**src/rtl/pbtu_ram.sv**
```systemverilog
// ----------------------------------------------------------------------------
// pbtu_ram: generic single-port RAM
// One access per cycle; read data registered and held while not enabled.
// ----------------------------------------------------------------------------
module pbtu_ram #(
	parameter int W = 8,
	parameter int D = 256
) (
	input  logic                 clk,
	input  logic [$clog2(D)-1:0] addr,
	input  logic                 we,
	input  logic [W-1:0]         wdata,
	input  logic                 re,
	output logic [W-1:0]         rdata
);
	logic [W-1:0] mem [D];

	always_ff @(posedge clk) begin
		if (we) begin
			mem[addr] <= wdata;
		end
		if (re) begin
			rdata <= mem[addr];
		end
	end
endmodule

```
**config.mk**
```make
export PLATFORM = sky130hd
export DESIGN_NAME = pbtu_ram
export DESIGN_NICKNAME = d
export VERILOG_FILES = /design/src/rtl/pbtu_ram.sv
export SDC_FILE = /design/constraint.sdc
export NUM_CORES = 2
export LEC_CHECK = 0
export ABC_AREA = 1
export BUFFER_PORTS_ARGS = -buffer_cell sky130_fd_sc_hd__buf_2
export CAP_MARGIN = 25
export CELL_PAD_IN_SITES_DETAIL_PLACEMENT = 0
export CELL_PAD_IN_SITES_GLOBAL_PLACEMENT = 1
export CORE_ASPECT_RATIO = 0.7
export CORE_MARGIN = 2
export CORE_UTILIZATION = 45
export CTS_CLUSTER_DIAMETER = 30
export DETAILED_ROUTE_END_ITERATION = 12
export PLACE_DENSITY_LB_ADDON = 0.2
export SLEW_MARGIN = 30
export SYNTH_ARGS = -nofsm -noshare
export SYNTH_HDL_FRONTEND = slang
export SYNTH_SLANG_ARGS = --single-unit
```
**constraint.sdc**
```tcl
create_clock -name clk -period 5.85 [get_ports clk]
set_input_delay 0 -clock clk [delete_from_list [all_inputs] [get_ports clk]]
set_output_delay 0 -clock clk [all_outputs]
set_load 0.05 [all_outputs]
```
# Word-level counts from Yosys, hierarchy flattened

Memories as Yosys holds them, arrays and structs flattened. A register that Yosys moved wholly into a read port is not among the register bits.
Cells that the tools add are included.

Output and inout port bits: 8
RAM bits: 2048
Logic and storage cells: 3
Memories kept: 1
Register bits: 0
Bits of input ports: 19

Muxes and demuxes: 2

Memory list:

| memory | words | width | read ports | clocked after Yosys merged registers in | wr ports | line | RTL |
|---|---|---|---|---|---|---|---|
| mem    | 256   | 8     | 1          | 1                                       | 1        | 16   | `logic [W-1:0] mem [D];` |

Operators with widths:

| kind    | number |
|---|---|
| $mux W1 | 2 |

# Logic depth before layout (Yosys ltp)

Depth in word-level cells: 2
Mapped depth: 15
Gate-level depth less buffers: 13

# Worst setup path before layout

OpenSTA, ideal clock, no wires.

Kind: in2reg
Start: input port addr[1]
End: memory mem[234][0], enable pin
Library setup time: 0.370 ns
Required time: 5.480 ns
Buffers on the path: 4
Setup slack: 4.010 ns
Cell stages on the path: 10
Data arrival time: 1.470 ns
Cells stage by stage: buf_4 inv_4 nor2_8 buf_4 buf_4 inv_2 nor2_1 nand2_1 clkbuf_1 nor2_1

RTL lines:

| element            | line | RTL |
|---|---|---|
| start: declaration | 10   | `input logic [$clog2(D)-1:0] addr,` |
| end: declaration   | 16   |  |

No word-level cell before the write port.

==> summary.md <==
| Metric | Value |
|---|---|
| Path type of the worst min-delay path | `in2reg` |
| Final HPWL DP | `131,000 microns` |
| DRC viols | `0` |
| # port buffers | `26` |
| FFs w/ async S/R, synth | `0%` |
| Drt wl/cell | `22.5 microns` |
| Die area | `0.192 sq mm` |
| Dominant synthesized flop cell | `edfxtp_1` |
| Most common cell after layout, fill and taps aside | `nand2_1` |
| PwrDens | `392 mW/mm^2` |
| Most repeated library cell on the critical path | `nand2_1` |
| CTS root buffer | `clkbuf_16` |
| Cell chain of the critical path | `buf_8 > inv_8 > buf_12 > buf_4 > nand2_1 > nand2_1 > nand2_1 > nand2_1 > nand2_1 > nand2_1 > o21ai_0 > nand2_1 > nor2_1 > nor2_1 > nor2_1 > dlygate4sd3_1 > nand2_1` |
| Initial DRC Count | `6,290` |
| First-pass GRT wire length | `362,000 microns` |
| HP Start | `re` |
| Sequential area share after synthesis | `72.7%` |
| Worst R2R Start | `mem[180][1]` |
| Maximum vdd ir drop | `0.000350 V` |
| Outcome | `completed` |
| Setup TNS Final | `0 ns` |
| CTS clk-pin slew, worst paths | `approximately 0.050 ns` |
| Max-cap violations | `0` |
| Post-CTS Resized | `0` |
| CP max stage cell | `dlygate4sd3_1` |
| Yosys Warn Count | `0` |
| Synth unique cells | `17` |
| H-tree levels | `5` |
| Slew Limit Fails | `0` |
| ANT nets after route | `0` |
| Maximum number of pins on one net before global-route repair | `roughly 190` |
| Largest delay contributor family on the critical path | `buffers and inverters` |
| Leak Pwr | `0.0396 uW` |
| Met3 GRT Util | `4.28%` |
| Critical Path RT | `6.46 ns` |
| Cell taking the most area after synthesis | `edfxtp_1` |
| Mean Syn Cell Area | `roughly 11 sq um` |
| Hold Crit Depth | `2` |
| Hold EP | `rdata[3]` |
| Period minus WS final | `roughly 3.4 ns` |
| Post-CTS setup buffer count | `0` |
| Routing usage on met1 | `about two fifths` |
| Clk_skew | `0.0358 ns` |
| Yosys top cell area share | `between 70% and 80%` |
| Initial Util | `45.2%` |
| Yosys reg bits | `2,056` |
| Hold_buf cts | `13` |
| Max FO, Critical Path | `100` |
| Ports | `27` |
| CP startpoint kind | `primary input` |
| Worst-Margin Slew | `~1.0 ns` |
| Top cells by area, synth | `edfxtp_1, nand2_1, nor2_1, nand3_1, buf_2` |
| Slew HR | `between 20 and 30%` |
| FF-to-FF path depth | `13` |
| Die Span Y | `367 microns` |
| Initial antenna violation count | `12` |
| Drt total wl | `245,000 microns` |
| Fmax | `293 MHz` |
| Dpl cells | `just over 10,000` |
| RSZ-0062 raised after global routing | `no` |
| Core area | `0.188 sq mm` |
| WP data arrival | `4.02 ns` |
| Layout cells sized above 1 | `slightly below 9%` |
| GRT overflow | `0` |
| Reg-to-Reg End | `rdata[1]` |
| Via density | `5.21` |
| Worst setup EP type | `flip-flop` |
| CP peak stage delay | `just under 0.6 ns` |
| Number of global-route vias before repair | `between 50,000 and 60,000` |
| R2R setup slack | `3.07 ns` |
| Clk sinks | `~2,000` |
| Cts bufs inserted | `372` |
| Crit Path Class | `in2reg` |
| Period Utilization, post-route | `58.3%` |
| Syn_nets | `8,040` |
| CP bufs+invs | `5` |
| Routed via count | `56,800` |
| Final-stage net count | `8,108` |
| Post-synth EDFFs | `2,056` |
| Die W | `523 microns` |
| Maximum clock path buffer count | `4` |
| Post-route insts no fill | `about 11,000` |
| Layout area overhead | `17.6%` |
| Final Wtd Congestion | `0.837` |
| Post-Syn Area | `0.0849 sq mm` |
| Row cnt | `133` |
| Finish-stage setup viols | `0` |
| Most frequent cells in the layout | `nand2_1, edfxtp_1, clkbuf_16` |
| CTS tree | `done` |
| Post-synthesis cell count | `~8,000` |
| Worst skew pair latency | `around 0.85 ns` |
| Hold Vio Cnt, Final | `0` |
| M2 GR Usage | `about 37%` |
| Gr usage total | `about a quarter` |
| Most Crowded Layer GR | `met1` |
| Drt first pass iters | `6` |
==> logic make-up after synthesis <==
kind of cell,synth area share (%)
buffers and inverters,2.36
flip-flops,72.7
AO/OA/AOI/OAI,1.13
AND/OR/NAND/NOR,23.8
==> synthesized netlist by cell type, types with 6 or more instances <==
library cell and count:
a21oi_1 32, buf_1 52, buf_2 182, buf_4 6
buf_6 7, clkbuf_1 170, edfxtp_1 2056, inv_1 31
nand2_1 4770, nand3_1 188, nor2_1 361, o21ai_0 41
o21ai_1 119
==> layout make-up <==
type	instances	area (sq um)
multi-input cells	5513	21300
clock buffers	405	9580
repair buffers	111	1240
clock inverters	278	2750
inverters	35	165
fillers	16300	87800
diodes	2	5.00
well taps	2497	3120
flip-flops and latches	2056	61700
==> registers in the layout (all words and copies together), names as in the netlist <==
register,cells
mem,2048
rdata,8
==> how the worst max path moves through the flow <==
stage / start / end / slack [ns] / cells past startpoint
after floorplan: addr[1] / mem[234][0] / 4.01 / 10
after CTS: addr[0] / rdata[1] / 2.75 / 17
after global routing: addr[0] / rdata[1] / 2.45 / 17
final: addr[0] / rdata[1] / 2.44 / 17
after global placement: addr[0] / rdata[5] / 2.29 / 16
after detailed placement: addr[0] / rdata[5] / 2.29 / 16
==> where the power goes <==
| group | total [uW] | leakage [uW] | internal (uW) | switching, uW |
|---|---|---|---|---|
| combinational | 1800 | 0.0152 | 375 | 1430 |
| sequential | 16300 | 0.0185 | 16300 | 11.9 |
| clock | 21100 | 0.00589 | 13400 | 7640 |
| total | 39200 | 0.0396 | 30100 | 9080 |
==> routing by layer <==
layer  up-vias  wire length, microns  share of wire [%]
met1     27600                113000                 46
met5         -                     0                  0
li1      26700                     -                  -
met4         0                  6110                2.5
met3       375                 19200                7.8
met2      2126                106000                 43
==> through the flow <==
stage | hold WS, ns | instance area, sq um | util [%] | total power, uW | setup slack (ns)
after floorplan | 0.0989 | 84900 | - | 17500 | 4.01
after global placement | 0.360 | 87300 | 46.5 | 18300 | 2.29
after detailed placement | 0.362 | 87400 | 46.5 | 18400 | 2.29
after CTS | 0.108 | 99800 | 53.2 | 39400 | 2.75
after global routing | 0.136 | 99900 | 53.2 | 40300 | 2.45
final | 0.181 | 99900 | 53.2 | 39200 | 2.44
Power figures use the tool's default switching activity.
