$ cat src/rtl/pbtu_pkg.sv
// ----------------------------------------------------------------------------
// pbtu_pkg: shared definitions for the paged bus translation unit
// Operation codes, result kinds, page kinds, page constants and the result
// beat type.
// ----------------------------------------------------------------------------
package pbtu_pkg;

	localparam int PAGE_COUNT_DEF = 65536;

	localparam logic [2:0] OP_CPU_RD   = 3'd0;
	localparam logic [2:0] OP_CPU_WR   = 3'd1;
	localparam logic [2:0] OP_MAP_RD   = 3'd2;
	localparam logic [2:0] OP_MAP_WR   = 3'd3;
	localparam logic [2:0] OP_MAP_IO   = 3'd4;
	localparam logic [2:0] OP_SHADOW   = 3'd5;
	localparam logic [2:0] OP_PAGE_KND = 3'd6;

	localparam logic [2:0] RK_NONE     = 3'd0;
	localparam logic [2:0] RK_MEM_RD   = 3'd1;
	localparam logic [2:0] RK_MEM_WR   = 3'd2;
	localparam logic [2:0] RK_IO_RD    = 3'd3;
	localparam logic [2:0] RK_IO_WR    = 3'd4;
	localparam logic [2:0] RK_UNMAPPED = 3'd5;

	localparam logic [1:0] PK_NONE = 2'd0;
	localparam logic [1:0] PK_ROM  = 2'd1;
	localparam logic [1:0] PK_RAM  = 2'd2;
	localparam logic [1:0] PK_RSVD = 2'd3;

	localparam logic [16:0] IO_PAGE     = 17'h10000;
	localparam logic [15:0] VEC_MASK    = 16'hFF00;
	localparam logic [15:0] SHADOW_MASK = 16'h01FF;
	localparam logic [15:0] SHADOW_BASE = 16'hE000;

	typedef struct packed {
		logic [2:0]  kind;
		logic [15:0] phys_page;
		logic [7:0]  offset;
		logic [7:0]  write_data;
		logic        shadow_write;
		logic [15:0] shadow_page;
	} res_t;

endpackage

$ cat src/rtl/pbtu_if.sv


interface pbtu_rsp_if;
	logic        valid;
	logic        ready;
	logic [2:0]  kind;
	logic [15:0] phys_page;
	logic [7:0]  offset;
	logic [7:0]  write_data;
	logic        shadow_write;
	logic [15:0] shadow_page;

	modport source (output valid, kind, phys_page, offset, write_data, shadow_write,
		shadow_page, input ready);
	modport sink (input valid, kind, phys_page, offset, write_data, shadow_write,
		shadow_page, output ready);
endinterface

$ cat src/rtl/pbtu_outreg.sv
// ----------------------------------------------------------------------------
// pbtu_outreg: result register
// Hold one result beat until the sink takes it.
// ----------------------------------------------------------------------------
module pbtu_outreg
	import pbtu_pkg::*;
(
	input  logic        clk,
	input  logic        arst_n,
	input  logic        load,
	input  res_t        res,
	output logic        free,
	pbtu_rsp_if.source  rsp
);
	logic valid_q;
	res_t res_q;

	assign free = !valid_q || rsp.ready;

	always_ff @(posedge clk or negedge arst_n) begin
		if (!arst_n) begin
			valid_q <= 1'b0;
		end else if (load) begin
			valid_q <= 1'b1;
		end else if (rsp.ready) begin
			valid_q <= 1'b0;
		end
	end

	always_ff @(posedge clk) begin
		if (load) begin
			res_q <= res;
		end
	end

	assign rsp.valid        = valid_q;
	assign rsp.kind         = res_q.kind;
	assign rsp.phys_page    = res_q.phys_page;
	assign rsp.offset       = res_q.offset;
	assign rsp.write_data   = res_q.write_data;
	assign rsp.shadow_write = res_q.shadow_write;
	assign rsp.shadow_page  = res_q.shadow_page;
endmodule

$ cat src/flat_wrapper.sv
// flat-port wrapper written by rule: the top's interface ports become plain ports
module pbtu_outreg_flat import pbtu_pkg::*;
  (clk, arst_n, load, res, free, rsp_valid, rsp_kind, rsp_phys_page, rsp_offset, rsp_write_data, rsp_shadow_write, rsp_shadow_page, rsp_ready);
  pbtu_rsp_if rsp_i ();
  input  logic clk;
  input  logic arst_n;
  input  logic load;
  input  res_t res;
  output logic free;
  output wire logic [$bits(rsp_i.valid)-1:0] rsp_valid;
  output wire logic [$bits(rsp_i.kind)-1:0] rsp_kind;
  output wire logic [$bits(rsp_i.phys_page)-1:0] rsp_phys_page;
  output wire logic [$bits(rsp_i.offset)-1:0] rsp_offset;
  output wire logic [$bits(rsp_i.write_data)-1:0] rsp_write_data;
  output wire logic [$bits(rsp_i.shadow_write)-1:0] rsp_shadow_write;
  output wire logic [$bits(rsp_i.shadow_page)-1:0] rsp_shadow_page;
  input wire logic [$bits(rsp_i.ready)-1:0] rsp_ready;
  assign rsp_valid = rsp_i.valid;
  assign rsp_kind = rsp_i.kind;
  assign rsp_phys_page = rsp_i.phys_page;
  assign rsp_offset = rsp_i.offset;
  assign rsp_write_data = rsp_i.write_data;
  assign rsp_shadow_write = rsp_i.shadow_write;
  assign rsp_shadow_page = rsp_i.shadow_page;
  assign rsp_i.ready = rsp_ready;
  pbtu_outreg u_core (.clk(clk), .arst_n(arst_n), .load(load), .res(res), .free(free), .rsp(rsp_i));
endmodule
$ cat config.mk
export PLATFORM = sky130hd
export DESIGN_NAME = pbtu_outreg_flat
export DESIGN_NICKNAME = d
export VERILOG_FILES = /design/src/rtl/pbtu_pkg.sv /design/src/rtl/pbtu_if.sv /design/src/rtl/pbtu_outreg.sv /design/src/flat_wrapper.sv
export SDC_FILE = /design/constraint.sdc
export NUM_CORES = 1
export LEC_CHECK = 0
export ABC_CLOCK_PERIOD_IN_PS = 1800
export BUFFER_PORTS_ARGS = -buffer_cell sky130_fd_sc_hd__buf_4
export CORE_MARGIN = 8
export CORE_UTILIZATION = 43
export CTS_CLUSTER_DIAMETER = 200
export DETAILED_ROUTE_END_ITERATION = 10
export PLACE_DENSITY_LB_ADDON = 0.25
export SETUP_SLACK_MARGIN = 0.3
export SKIP_CTS_REPAIR_TIMING = 1
export SLEW_MARGIN = 0
export SYNTH_ARGS = -nofsm -noshare
export SYNTH_HDL_FRONTEND = slang
export SYNTH_SLANG_ARGS = --single-unit
$ cat constraint.sdc
create_clock -name clk -period 1.8 [get_ports clk]
set_clock_uncertainty 0.05 [all_clocks]
set_input_delay 0.36 -clock clk [delete_from_list [all_inputs] [get_ports clk]]
set_output_delay 0.36 -clock clk [all_outputs]
set_load 0.05 [all_outputs]
---- Word-level counts from Yosys, hierarchy flattened ----
Index checks and enable logic that the tools add are counted.
operators by class
  $add $sub $neg .......................... 0
  multiply operators ...................... 0
  divide/modulo/power cells ............... 0
  order comparisons ....................... 0
  equality and inequality tests ........... 0
  shifts and indexed selects .............. 0
  multiplexer cells ....................... 2
  bitwise logic cells ..................... 0
  reduce and logical (&&, ||, !) cells .... 3
operators with widths
  operator            number
  two-way mux 1 bit   2
  nonzero test 2 bit  1
  logical NOT 1 bit   1
  logical OR 1 bit    1
storage, ports and cells
  register bits ........................... 53
  bits in latches ......................... 0
  RAM bits ................................ 0
  memory bits (read-only) ................. 0
  input bits .............................. 56
  output and inout port bits .............. 54
  logic and storage cells ................. 12
  memories ................................ 0

---- Longest topological paths before layout ----
Gate-level depths: netlist of run 1.
  word-level depth ........................ 2
  depth in mapped cells ................... 2
  depth with buffers taken out ............ 2

---- Worst setup path before layout of run 1 ----
Ideal clock, no wire load.
  path type ............................... flip-flop to output port
  from .................................... register u_core.valid_q (netlist: u_core.rsp.valid)
  to ...................................... output port free
  data arrival time ....................... 0.859 ns
  required time ........................... 1.390 ns
  path slack .............................. 0.531 ns
  stages on the path, launching flop included .. 2
  buffers on the path ..................... 0
  cells stage by stage .................... dfrtp_1 nand2b_4
on the way
  word-level cells in the longest chain between the ends .. 2
RTL lines
  element                   line               RTL
  start: declaration        pbtu_outreg.sv:15  logic valid_q;
  start signal: assignment  pbtu_outreg.sv:22  valid_q <= 1'b0;
  start signal: assignment  pbtu_outreg.sv:24  valid_q <= 1'b1;
  start signal: assignment  pbtu_outreg.sv:26  valid_q <= 1'b0;
  logical NOT 1 bit         pbtu_outreg.sv:18  assign free = !valid_q || rsp.ready;
  logical OR 1 bit          pbtu_outreg.sv:18
  end: declaration          flat_wrapper.sv:9  output logic free;
Every way passes these cells.

---- Worst setup path after layout of run 1 ----
Ends and elaborated chain as after synthesis.

==> results.json, run 1 <==
{
  "tightest_slew_ps": 259.7,
  "synth_seq_cells": 53,
  "num_io_pins": 110,
  "coreArea_um2": 3633,
  "cts.sinks": 53,
  "r2r_slack_ps": 1100,
  "p_leak_nw": 1.121,
  "path_clk_slew_ps": 90,
  "ant_nets": 0,
  "wl_met3_um": 535,
  "r2r_start": "u_core.rsp.valid$_DFFE_PN0P_",
  "cts_max_level": 2,
  "final_nets": 229,
  "instances_no_fill": 222,
  "setup_viol": 0,
  "post-place-ws_ps": 562.8,
  "maxCapViolCount": 0,
  "cts_buffers": 5,
  "grt_overflow": 0,
  "synth_adder_area_share": 0,
  "die-area_um2": 5955,
  "cts_buffer_depth": 2,
  "wl_met1_um": 1273,
  "yosysSeqAreaShare": 0.9860,
  "synth_area_um2": 1609,
  "max-vdd-ir-drop_uv": 762.6,
  "crit_chain": "nand2b_4 -> buf_4",
  "final_cell_area_um2": 2624,
  "synth_top_cell_by_area": "edfxtp_1",
  "r2r_end": "u_core.rsp.valid$_DFFE_PN0P_",
  "finalCriticalPeriod_ps": 1390,
  "synthTopCellsByArea": "edfxtp_1, dfrtp_1, nand2b_4",
  "grt_pass1_vias": 1089,
  "tns_ps": 0,
  "yosysWarnings": 0,
  "grt_pass1_wl_um": 5616,
  "drive_gt1_frac": 0.6782,
  "die_w_um": 77.17,
  "worst_setup_path_end_kind": "output port",
  "wl_per_cell_um": 16.91,
  "drv_slew": 0,
  "diodes": 0,
  "rsz0062_at_grt": "no",
  "ys_types": 4,
  "crit_required_ps": 1390,
  "vias_per_cell": 4.450,
  "post-route-period-util": 0.7724,
  "slowest_stage": "dfrtp_1",
  "cp_num_buf_inv": 1,
  "post-route-util": 0.7221,
  "met2WireLength_um": 1880,
  "avgSynthCellArea_um2": 29.26,
  "routed.top_layer": "met4",
  "place_inst": 213,
  "grt_max_degree": 35,
  "synthXorXnorAreaFrac": 0,
  "worstSetupStartpointType": "flip-flop",
  "synthMuxAreaShare": 0,
  "crit_type": "flip-flop to output port",
  "run_status": "finished, final reports clean",
  "gp_congestion": 0.7052,
  "setup_ws_ps": 409.6,
  "drt_wl_total_um": 3755,
  "clk-insertion-delay-late_ps": 290,
  "arrival_ps": 980,
  "vias": 988,
  "start_util": 0.4428,
  "crit_start": "u_core.rsp.valid$_DFFE_PN0P_",
  "synth.net_count": 111,
  "critical_path.max_stage_delay_ps": 410,
  "cts_tree": "done",
  "drtIter0Drc": 52,
  "p_total_mw": 2.856,
  "whs_ps": 183.2,
  "die_y_um": 77.17,
  "min_from": "res[47]",
  "hold_violations": 0,
  "synth_cells": 55,
  "hold_class": "primary input to flip-flop",
  "fmax_ghz": 0.7192,
  "crit_family": "flip-flops",
  "min_path_cells": 1,
  "yosys.area_share.simple": 0.01400,
  "synthToLayoutAreaGrowth_pct": 63.06,
  "dr.pass1.iters": 2,
  "cts-root-buf": "clkbuf_8",
  "yosysTopAreaCellShare": 0.9705,
  "r2r_cells": 2,
  "route.detailed.drc": 0,
  "antenna_found_initial": 0,
  "place_area_um2": 2507,
  "synth_top_family_by_area": "simple AND/OR/NAND/NOR gates",
  "hold_end": "u_core.rsp.phys_page[14]$_DFFE_PP_",
  "cellPowerDensity_nw_per_um2": 1089,
  "max-slew-margin-rel": 0.8269,
  "rows": 22,
  "detailed_place_hpwl_um": 3039,
  "grt_usage": 0.1249,
  "synth_compound_area_frac": 0,
  "port_buffers": 109,
  "cp_max_fo": 2
}
-- final cells by class --
class	instances	area [um2]
Fill cell	254	1010
Clock inverter	2	33.78
Clock buffer	6	72.57
Multi-Input combinational cell	2	22.52
Tap cell	48	60.06
Timing Repair Buffer	111	848.3
Sequential cell	53	1587
-- worst max-delay path by stage --
stage	end	slack (ps)	cells past startpoint
after CTS	free	390	2
final	free	410	2
after detailed placement	u_core.rsp.phys_page[9]$_DFFE_PP_	560	2
after global placement	u_core.rsp.phys_page[9]$_DFFE_PP_	580	2
after global routing	free	370	2
after floorplan	free	530	1
-- cells in the mapped netlist --
| cell type | number |
|---|---|
| dfrtp_1 | 1 |
| edfxtp_1 | 52 |
| nand2b_2 | 1 |
| nand2b_4 | 1 |
-- worst register-to-register path, cell delays in order (launching register included) --
cell and delay, ps:
dfrtp_1 410, nand2b_4 80, nand2b_2 50
-- power breakdown --
group	switching, mW	total (mW)	leakage, nW	internal, mW
Clock	0.337	0.747	0.0528	0.410
Sequential	0.0264	1.49	0.520	1.46
Combinational	0.421	0.621	0.548	0.201
-- cell families after synthesis --
logic type       count (synthesis)
DFF                             53
and+or+nand+nor                  2
-- metal layers --
| metal | GRT usage | up-vias |
|---|---|---|
| met1 | 0.1194 | 458 |
| met3 | 0.09557 | 6 |
| met4 | 0.05849 | 0 |
| li1 | - | 453 |
| met2 | 0.1938 | 71 |
| met5 | 0 | - |
-- cell usage in the layout (no fill, tap or decap), drive strengths merged --
cell type / Yosys / routed
bufinv: 0 / 1
clkinv: 0 / 1
edfxtp: 52 / 52
nand2b: 2 / 2
dfrtp: 1 / 1
dlygate4sd3: 0 / 1
buf: 0 / 110
clkbuf: 0 / 6
-- registers in the layout (all words and copies together), names as in the netlist --
register                 cells
u_core.rsp.phys_page        16
u_core.rsp.write_data        8
u_core.rsp.shadow_page      16
u_core.rsp.shadow_write      1
u_core.rsp.offset            8
u_core.rsp.valid             1
u_core.rsp.kind              3
Note: power is estimated with default switching activity, not from simulation.
==> run 2: changes to the inputs <==
--- a/config.mk
+++ b/config.mk
@@ -5,10 +5,11 @@
 export SDC_FILE = /design/constraint.sdc
 export NUM_CORES = 1
 export LEC_CHECK = 0
-export ABC_CLOCK_PERIOD_IN_PS = 1800
+export ABC_AREA = 1
+export ABC_CLOCK_PERIOD_IN_PS = 1300
 export BUFFER_PORTS_ARGS = -buffer_cell sky130_fd_sc_hd__buf_4
 export CORE_MARGIN = 8
-export CORE_UTILIZATION = 43
+export CORE_UTILIZATION = 40
 export CTS_CLUSTER_DIAMETER = 200
 export DETAILED_ROUTE_END_ITERATION = 10
 export PLACE_DENSITY_LB_ADDON = 0.25
==> constraint.sdc (replaced) <==
create_clock -name clk -period 1.3 [get_ports clk]
set_clock_uncertainty 0.05 [all_clocks]
set_input_delay 0.26 -clock clk [delete_from_list [all_inputs] [get_ports clk]]
set_output_delay 0.26 -clock clk [all_outputs]
set_load 0.05 [all_outputs]
==> run 2 against run 1 <==
  * Worst setup slack lost 370 ps
  * Cell count grew 1.4%
  * Flip-flop and latch count is the same
  * Via count shrank 0.30%
  * Synthesized cell count grew 3.6%
  * Clock power grew 7.4%
  * Non-clock buffer count grew 1
  * Global-route usage shrank 0.31 points
  * Sequential power grew 40%
  * Clock-buffer cell count shrank 1
  * Critical endpoint unchanged
  * Largest cell class unchanged
  * Largest power group unchanged
  * Highest routed layer unchanged
==> results.json, run 2 <==
{
  "drt_wl_total_um": 3871,
  "diodes": 0,
  "drtIter0Drc": 62,
  "finalCriticalPeriod_ps": 1260,
  "detailed_place_hpwl_um": 3068,
  "antenna_found_initial": 0,
  "cts_buffers": 5,
  "instances_no_fill": 225,
  "cp_max_fo": 2,
  "cts_tree": "done",
  "cts_buffer_depth": 2,
  "synth.net_count": 113,
  "synthArstFlopShare": 0.01887,
  "grt_pass1_wl_um": 5740,
  "swShare": 0.2855,
  "die-area_um2": 6300,
  "synth.top_cells.by_count": "edfxtp_1, inv_1, nand2_2",
  "vias": 985,
  "synthTopCellsByArea": "edfxtp_1, dfrtp_1, nand2_2",
  "multiInputGateArea_um2": 26.28,
  "worstSetupStartpointType": "flip-flop",
  "die_y_um": 79.38,
  "num_io_pins": 110,
  "cts.sinks": 53,
  "synthToLayoutAreaGrowth_pct": 76.09,
  "wl_per_cell_um": 17.20,
  "post-route-period-util": 0.9690,
  "min_path_cells": 1,
  "hold_violations": 0,
  "ant_nets": 0,
  "grt_max_degree": 30,
  "gp_congestion": 0.6998,
  "run_status": "finished, final reports clean",
  "seqPwrFrac": 0.543,
  "fmax_ghz": 0.7938,
  "switching_power_mw": 1.097,
  "p_leak_nw": 1.192,
  "p_total_mw": 3.844,
  "max-slew-margin-rel": 0.8890,
  "tightest_slew_ps": 166.3,
  "rsz0062_at_grt": "yes",
  "post-synth-top-count-cell": "edfxtp_1",
  "vias_per_cell": 4.378,
  "crit_required_ps": 990,
  "cts_max_level": 2,
  "port_buffers": 109,
  "rows": 23,
  "r2r_end": "u_core.rsp.valid$_DFFE_PN0P_",
  "synth_edf_count": 52,
  "setup_viol": 0,
  "hold_end": "u_core.rsp.phys_page[14]$_DFFE_PP_",
  "synth_flop_cell": "edfxtp_1",
  "drv_slew": 0,
  "die_w_um": 79.38,
  "worst_setup_path_end_kind": "output port",
  "place_area_um2": 2542,
  "path_clk_slew_ps": 80,
  "maxCapViolCount": 0,
  "hold_class": "primary input to flip-flop",
  "yosysTopAreaCellShare": 0.9720,
  "cellPowerDensity_nw_per_um2": 1359,
  "r2r_start": "u_core.rsp.valid$_DFFE_PN0P_",
  "dr.pass1.iters": 3,
  "r2r_cells": 2,
  "ys_types": 4,
  "coreArea_um2": 3943,
  "yosysSeqAreaShare": 0.9875,
  "synth_top_cell_by_area": "edfxtp_1",
  "arrival_ps": 950,
  "intPower_mw": 2.746,
  "clk-insertion-delay-late_ps": 290,
  "cts-root-buf": "clkbuf_8",
  "register_area_um2": 1588,
  "crit_type": "flip-flop to output port",
  "whs_ps": 87.33,
  "fillerInstances": 268,
  "final_cell_area_um2": 2829,
  "drive_gt1_frac": 0.6857,
  "layout_commonest_cell": "buf_4",
  "grt_pass1_vias": 1078,
  "yosysWarnings": 0,
  "synth_seq_cells": 53,
  "power_frac_clock": 0.209,
  "route.detailed.drc": 0,
  "start_util": 0.4075,
  "min_from": "res[47]",
  "max-vdd-ir-drop_uv": 879.8,
  "grt_usage": 0.1219,
  "layout_common_cells": "buf_4, buf_6, edfxtp_1",
  "place_inst": 218,
  "synth_area_um2": 1607,
  "synth_cells": 57,
  "avgSynthCellArea_um2": 28.18,
  "grt_overflow": 0,
  "combPwrFrac": 0.248,
  "final_nets": 232,
  "r2r_slack_ps": 580
}
run 2: cell count changes after synthesis, sizes merged:
cell    previous run  this run
nand2b             2         0
nand2              0         2
inv                0         2
run 2: how the worst max path moves through the flow:
stage / start / cells after the start / end / slack, ps
after floorplan: u_core.rsp.valid$_DFFE_PN0P_ / 1 / free / 300
after global placement: rsp_ready / 4 / free / 260
after detailed placement: rsp_ready / 4 / free / 250
after CTS: u_core.rsp.valid$_DFFE_PN0P_ / 2 / free / -30
after global routing: u_core.rsp.valid$_DFFE_PN0P_ / 2 / free / 7
final: u_core.rsp.valid$_DFFE_PN0P_ / 2 / free / 40
run 2: kinds of logic (layout without fill, tap and decap cells):
family / Yosys count / after routing / share of synthesized area
simple gates: 2 / 2 / 0.007787
flops: 53 / 53 / 0.9875
buf+inv: 2 / 120 / 0.004675
run 2: cell type report:
class                      count  area share
clock inverter                 1    0.001769
inverter                       2    0.002654
timing repair buffer         112      0.3786
tap                           50     0.02211
clock buffer                   5     0.02433
multi-input combinational      2    0.009288
sequential                    53      0.5613
run 2: metrics by stage:
step           utilization  setup slack [ps]  setup TNS (ps)
2_1_floorplan            -             301.0               0
3_3_place_gp        0.6449             255.7               0
3_5_place_dp        0.6449             247.5               0
4_1_cts             0.6636            -30.15          -30.15
5_1_grt             0.7176             7.352               0
6_report            0.7176             40.30               0
run 2: metal layers:
metal | share of wire | global-route usage | vias up
li1 | - | - | 458
met1 | 0.35 | 0.1246 | 449
met2 | 0.50 | 0.1947 | 72
met3 | 0.14 | 0.07770 | 6
met4 | 0.011 | 0.05000 | 0
met5 | 0 | 0 | -
run 2: critical path: stages (launching register included):
cell and delay (ps):
dfrtp_2 450, nand2_8 70, buf_8 140
run 2: power by group through the flow:
stage	Combinational (mW)	Clock, mW	Sequential (mW)
after floorplan	0.0165	0	2.58
after CTS	0.877	0.838	2.06
final	0.954	0.802	2.09
after global routing	0.985	0.904	2.10
after detailed placement	0.877	0	2.10
after global placement	0.867	0	2.10
